--- src/rtl/assert_macros.svh ---
// Assertion macros shared by the RTL. Defining NO_ASSERTIONS removes them.
`ifndef ASSERT_MACROS_SVH
`define ASSERT_MACROS_SVH

`ifndef NO_ASSERTIONS

// The consequent must hold in the same cycle as the antecedent.
`define ASSERT_IMPLIES(lbl, clk, rst_n, ante, cons) \
    lbl: assert property (@(posedge clk) disable iff (!(rst_n)) (ante) |-> (cons)) \
        else $error("assertion failed");

// The consequent must hold in the cycle after the antecedent.
`define ASSERT_NEXT(lbl, clk, rst_n, ante, cons) \
    lbl: assert property (@(posedge clk) disable iff (!(rst_n)) (ante) |=> (cons)) \
        else $error("assertion failed");

`else

`define ASSERT_IMPLIES(lbl, clk, rst_n, ante, cons)
`define ASSERT_NEXT(lbl, clk, rst_n, ante, cons)

`endif

`endif

--- src/rtl/bmrf_mod.sv ---
`timescale 1ns / 1ps
`default_nettype none

// Remainder by a constant divisor through reciprocal multiplication. The
// quotient is the value times a scaled reciprocal, shifted down. The reciprocal
// is rounded up, and the shift is chosen so that the quotient is exact for every
// VALUE_W-bit value. Both products are by constants. The value is taken on
// i_start, and the quotient is registered in the cycle after. The remainder is
// registered in the cycle after that, when o_done pulses for one cycle. o_rem
// holds until the next start.
module bmrf_mod #(
    parameter int VALUE_W = 24,
    parameter int DIVISOR = 32
) (
    input  wire logic               i_clk,
    input  wire logic               i_rst_n,
    input  wire logic               i_start,
    input  wire logic [VALUE_W-1:0] i_value,
    output logic                    o_done,
    output logic      [VALUE_W-1:0] o_rem
);

    localparam int DW     = $clog2(DIVISOR);
    localparam int SHIFT  = VALUE_W + DW;
    localparam int MW     = VALUE_W + 2;
    localparam int PROD_W = VALUE_W + MW;
    localparam longint unsigned RECIP_L =
        ((64'd1 << SHIFT) + 64'(DIVISOR) - 64'd1) / 64'(DIVISOR);
    localparam logic [MW-1:0]      RECIP = MW'(RECIP_L);
    localparam logic [VALUE_W-1:0] DIV_V = VALUE_W'(DIVISOR);

    logic               r_stage1;
    logic               r_stage2;
    logic               r_done;
    logic [VALUE_W-1:0] r_val;
    logic [VALUE_W-1:0] r_quo;
    logic [VALUE_W-1:0] r_rem;
    logic [PROD_W-1:0]  w_prod;
    logic [VALUE_W-1:0] w_quo;
    logic [VALUE_W-1:0] w_back;

    // Quotient from the scaled reciprocal, and the quotient times the divisor.
    assign w_prod = PROD_W'(r_val) * PROD_W'(RECIP);
    assign w_quo  = VALUE_W'(w_prod >> SHIFT);
    assign w_back = r_quo * DIV_V;

    // Stage flags.
    always_ff @(posedge i_clk) begin
        if (!i_rst_n) begin
            r_stage1 <= 1'b0;
            r_stage2 <= 1'b0;
            r_done   <= 1'b0;
        end else begin
            r_stage1 <= i_start;
            r_stage2 <= r_stage1;
            r_done   <= r_stage2;
        end
    end

    // Value, quotient and remainder.
    always_ff @(posedge i_clk) begin
        if (i_start) begin
            r_val <= i_value;
        end
        if (r_stage1) begin
            r_quo <= w_quo;
        end
        if (r_stage2) begin
            r_rem <= r_val - w_back;
        end
    end

    assign o_done = r_done;
    assign o_rem  = r_rem;

endmodule

`default_nettype wire

--- config.mk ---
export PLATFORM = sky130hd
export DESIGN_NAME = bmrf_mod
export DESIGN_NICKNAME = d
export VERILOG_FILES = /design/src/rtl/assert_macros.svh /design/src/rtl/bmrf_mod.sv
export SDC_FILE = /design/constraint.sdc
export NUM_CORES = 1
export LEC_CHECK = 0
export ABC_AREA = 1
export BUFFER_PORTS_ARGS = -buffer_cell sky130_fd_sc_hd__buf_2
export CAP_MARGIN = 20
export CORE_ASPECT_RATIO = 1.75
export CORE_UTILIZATION = 50
export DETAILED_ROUTE_END_ITERATION = 8
export PLACE_DENSITY = 0.72
export SYNTH_ARGS = -nofsm -noshare
export SYNTH_HDL_FRONTEND = slang
export SYNTH_SLANG_ARGS = --single-unit
--- constraint.sdc ---
create_clock -name i_clk -period 3.3 [get_ports i_clk]
set_input_delay 0.165 -clock i_clk [delete_from_list [all_inputs] [get_ports i_clk]]
set_output_delay 0.165 -clock i_clk [all_outputs]
set_load 0.01 [all_outputs]
==> out/qor.yml, run 1 <==
synth.most_common_cell: "nand2_1"
relSlewSlack_pct: 46.5
drv_slew: 0
hold_violations: 0
num-fill-cells: 510
die_w_um: 62.5
cp.required_ps: 3410
ctsHtreeMaxLevel: 3
grt_pass1_vias: 2218
drv_cap: 0
outcome: "finished clean"
use_met1_pct: 18.8
dieArea_um2: 6750
area_growth_pct: 25.0
dpl.hpwl_um: 3800
drive_above_1_share_pct: 20.1
synth_fp_nets: 333
grt.overflow.total: 0
peakVddDrop_mv: 0.359
grt_pass1_wl_um: 9220
initial_core_util_pct: 51.8
final_cells: 458
synthDistinctLibCells: 19
worst_pin_slew_ps: 801
dp_cells: 419
syn_inst: 287
ant_nets: 0
antenna_found_initial: 0
rsz0062_at_grt: "false"
syn_avg_cell_area_um2: 11.2
clock_skew_ps: 11.9
period_minus_slack_ps: 2000
viasPerCell: 4.73
synth_top_area_share_pct: 62.8
worstSetupPathType: "reg2reg"
cp_max_fo: 4
dr_total_vias: 2166
clock_path_buffers: 2
synth_area_um2: 3200
antenna_cells: 0
drt_iter0_markers: 47
coreArea_um2: 6180
die_y_um: 108
root_buffer: "clkbuf_8"
clk_pin_slew_worst_paths_ps: 70
endpoint_kind: "flop"
synth_ff_type: "edfxtp_1"
grt_util_met2_pct: 32.8
p_leak_nw: 1.84
ys_seq_area_share_pct: 64.7
power_density_nw_per_um2: 520
gr-max-usage-layer: "met2"
synthArstFlopShare_pct: 0
timing.fmax_mhz: 500
setup-violations-final: 0
synth_seq_cells: 70
placementRows: 38
hp-class: "in2reg"
io_pins: 52
synthTopCellsByArea: "edfxtp_1 63%, nand2_1 8.7%, ha_1 7.0%"
route.detailed.wl_per_inst_um: 11.8
fin_crit_sh_pct: 60.6
power_mw: 2.09
synth.largest_area_cell: "edfxtp_1"
first_pass_iters: 4
multi_input_area_um2: 948
final_core_utilization_pct: 64.8
final_nets: 420
yosys-top-cells-count: "74 x nand2_1, 67 x edfxtp_1, 49 x inv_1, 18 x a21oi_1, 18 x ha_1"
worst_ep_arrival_time_ps: 2110
seqCellArea_um2: 2070
gp_congestion: 0.872
grtUsageMet3_pct: 5.08
synth_warnings: 0
grtUsageTotal_pct: 18.5
cts_tree: "built"
start_kind: "flop"
synth_edf_count: 67
grt_max_degree: 26
clk_latency_ps: 350
fin_tns_setup_ps: 0
numCtsBuffers: 9
cts_sinks: 70
wl_um: 5390
drc: 0
io_buffers: 51
per-layer routing:
| metal | part of all wire [%] | up-vias |
|---|---|---|
| met5 | 0 | - |
| met2 | 54 | 54 |
| met3 | 4.0 | 16 |
| met1 | 38 | 973 |
| li1 | - | 1123 |
| met4 | 3.8 | 0 |
cells in the final DEF (no fill, tap or decap), drive strengths merged, types with 6 or more instances in the layout:
cell type / netlist / routed
dlygate4sd3: 0 / 24
edfxtp: 67 / 67
nand2: 79 / 79
o21ai: 6 / 6
nor2: 16 / 16
a21oi: 18 / 18
clkbuf: 0 / 10
xor2: 8 / 8
nand3: 16 / 16
buf: 0 / 52
ha: 18 / 18
inv: 49 / 49
logic make-up after synthesis:
family / Yosys count / share of synthesized area, %
buffers and inverters: 49 / 5.74
AOI/OAI and AO/OA: 24 / 3.75
adders and majority gates: 19 / 7.65
DFF: 70 / 64.7
and+or+nand+nor: 115 / 15.5
xor gates and xnor gates: 10 / 2.73
path summary, 6_finish.rpt:
| check | start | endpoint | slack, ps | cells past startpoint |
|---|---|---|---|---|
| worst max register to register | r_val[5] | o_rem[21] | 1300 | 12 |
| worst min-delay path | i_rst_n | r_stage1 | 30 | 3 |
| worst min register to register | r_val[3] | o_rem[3] | 420 | 0 |
| worst max-delay path | r_val[5] | o_rem[21] | 1300 | 12 |
metrics by stage:
| step | worst slack [ps] | hold slack (ps) | cell area [um2] |
|---|---|---|---|
| final | 1300 | 32.5 | 4010 |
| after global routing | 1140 | 26.5 | 4010 |
| after CTS | 1300 | 13.9 | 4010 |
| after detailed placement | 1310 | 343 | 3590 |
| after global placement | 1380 | 341 | 3560 |
| after floorplan | 1500 | 258 | 3200 |
flip-flops by register name (all words and copies together), names as in the netlist:
name	cells
o_rem	24
r_val	24
r_quo	19
o_done	1
r_stage1	1
r_stage2	1
layout make-up:
class | count | share of cell area, %
Clock buffer | 10 | 3.19
Clock inverter | 5 | 1.28
Inverter | 49 | 4.59
Multi-Input combinational cell | 168 | 23.7
Sequential cell | 70 | 51.7
Tap cell | 80 | 2.50
Timing Repair Buffer | 76 | 13.1
critical path, stage by stage (launching register included):
cell and delay (ps):
edfxtp_1 390, inv_1 70, ha_1 130, inv_1 80, fa_1 450, nand3_1 100
nand3_1 100, nand2_1 80, nand2_1 100, nand2_1 100, nand2_1 50, nand2_1 60
nand2_1 40
what timing repair did:
action,CTS,global route
buffers inserted,0,0
endpoints found under the setup margin,0,0
resized for setup,0,0
hold endpoints to repair,24,0
hold buffers,24,0
where the power goes:
group          switching, mW  internal, mW
clock                  0.308         0.340
sequential            0.0268          1.06
combinational          0.206         0.146
total                  0.540          1.54
No activity file was read; power rests on OpenSTA's default activity.
==> run 2, diff against run 1 <==
==> constraint.sdc (replaced) <==
create_clock -name i_clk -period 1.9 [get_ports i_clk]
set_input_delay 0.095 -clock i_clk [delete_from_list [all_inputs] [get_ports i_clk]]
set_output_delay 0.095 -clock i_clk [all_outputs]
set_load 0.01 [all_outputs]
==> run 2 against run 1 <==
Effect of this change:
- global-route usage grew 0.27 points
- final cell count increased by 1.5%
- critical endpoint is now o_rem[17]
- flip-flop and latch count did not move
- highest routed layer unchanged
- critical path type unchanged
- the flow now finishes with violations (setup timing)
==> out/qor.yml, run 2 (same netlist as run 1, synthesis figures left out) <==
dieArea_um2: 6750
relSlewSlack_pct: 65.9
seqPwrFrac_pct: 47.3
clock_skew_ps: 8.93
num-fill-cells: 441
grt_max_degree: 26
timing.fmax_mhz: 509
die_y_um: 108
coreArea_um2: 6180
final_nets: 426
final_cells: 465
drv_cap: 0
p_leak_nw: 1.89
antenna_found_initial: 0
hp-class: "in2reg"
rsz0062_at_grt: "true"
grt_pass1_vias: 2220
setup-violations-final: 1
use_met1_pct: 18.5
root_buffer: "clkbuf_8"
start_kind: "flop"
cellInternalPower_mw: 3.01
initial_core_util_pct: 51.8
wl_um: 5910
fin_area_um2: 4210
violations: "setup timing"
placed_cell_area_um2: 3610
gp_congestion: 0.848
peakVddDrop_mv: 0.606
ant_nets: 0
cts_sinks: 70
period_minus_slack_ps: 1970
io_pins: 52
outcome: "complete, but fails checks"
grtUsageTotal_pct: 18.8
drc: 0
gr-max-usage-layer: "met2"
drv_slew: 0
clk_latency_ps: 350
fin_ws_ps: -65.5
placementRows: 38
dp_cells: 423
viasPerCell: 4.83
grt_util_met2_pct: 33.5
area_growth_pct: 31.5
endpoint_kind: "flop"
switching_share_pct: 24.2
hold_violations: 0
route.detailed.wl_per_inst_um: 12.7
clk_pin_slew_worst_paths_ps: 70
drt_iter0_markers: 61
p_switching_uw: 963
ctsHtreeMaxLevel: 3
dr_total_vias: 2248
worst_pin_slew_ps: 511
first_pass_iters: 4
die_w_um: 62.5
cts_tree: "built"
grt_pass1_wl_um: 9420
clock_path_buffers: 2
cp_max_fo: 4
worst_ep_arrival_time_ps: 2070
final_cell_mix: "70 x nand2_1, 67 x edfxtp_1, 51 x buf_2"
antenna_cells: 0
power.share.clock_pct: 35.0
io_buffers: 51
final_common_cell: "nand2_1"
fin_crit_sh_pct: 103
drive_above_1_share_pct: 26.5
cp.required_ps: 2000
p_comb_share_pct: 17.7
grt.overflow.total: 0
worstSetupPathType: "reg2reg"
dpl.hpwl_um: 3810
numCtsBuffers: 9
grtUsageMet3_pct: 5.40
power_density_nw_per_um2: 943
-- run 2: cell types whose count changed in the layout (fill, tap and decap cells not counted), sizes merged --
cell,delta
clkbuf,+2
buf,+5
bufinv,+2
dlygate4sd3,+1
clkinvlp,-1
clkinv,-2
-- run 2: worst paths after layout --
path	start	endpoint	slack [ps]	depth (start not counted)
setup / recovery	r_val[5]	o_rem[17]	-70	12
hold / removal	i_start	r_stage1	220	3
setup reg to reg	r_val[5]	o_rem[17]	-70	12
hold reg to reg	r_val[2]	o_rem[2]	420	0
-- run 2: routing by layer --
metal | share of wire, % | vias up
li1 | - | 1133
met1 | 37 | 1014
met2 | 54 | 79
met3 | 4.8 | 22
met4 | 4.7 | 0
met5 | 0 | -
-- run 2: power groups by stage --
stage / combinational (mW) / clock [mW] / sequential [mW]
floorplan: 0.400 / 0 / 1.93
global placement: 0.579 / 0 / 1.90
detailed placement: 0.594 / 0 / 1.91
CTS: 0.637 / 1.42 / 1.88
global route: 0.795 / 1.49 / 1.89
finish: 0.702 / 1.39 / 1.88
-- run 2: area by class of cell --
| cell class | instances | area (um2) | share of cell area [%] |
|---|---|---|---|
| tap | 80 | 100 | 2.38 |
| multi-input combinational | 168 | 1060 | 25.2 |
| inverter | 49 | 184 | 4.37 |
| sequential | 70 | 2070 | 49.2 |
| clock buffer | 12 | 135 | 3.21 |
| timing repair buffer | 82 | 563 | 13.4 |
| clock inverter | 4 | 95.1 | 2.26 |
-- run 2: critical path, cell delays in order (launching register included) --
cell	delay (ps)
edfxtp_1	390
inv_1	70
ha_2	160
inv_2	40
fa_2	410
nand3_2	100
nand3_2	80
nand2_2	90
nand2_4	60
nand2_2	80
nand2_1	60
nand2_1	90
nand2_1	70
-- run 2: per-stage QoR --
step	hold slack (ps)	power (mW)	setup TNS [ps]	worst slack (ps)	util [%]
3_3_place_gp	272	2.48	0	29.2	58.4
2_1_floorplan	188	2.32	0	95.6	-
5_1_grt	271	4.17	-162	-121	68.2
4_1_cts	217	3.93	0	32.0	66.2
3_5_place_dp	273	2.51	-84.6	-47.1	58.4
6_report	216	3.97	-65.5	-65.5	68.2
-- run 2: repair_timing --
action	4_1_cts	5_1_grt
setup endpoints to repair	2	8
gates resized for setup	1	23
hold endpoints to repair	27	0
setup buffers	0	1
pin swaps	0	7
hold buffers	25	0
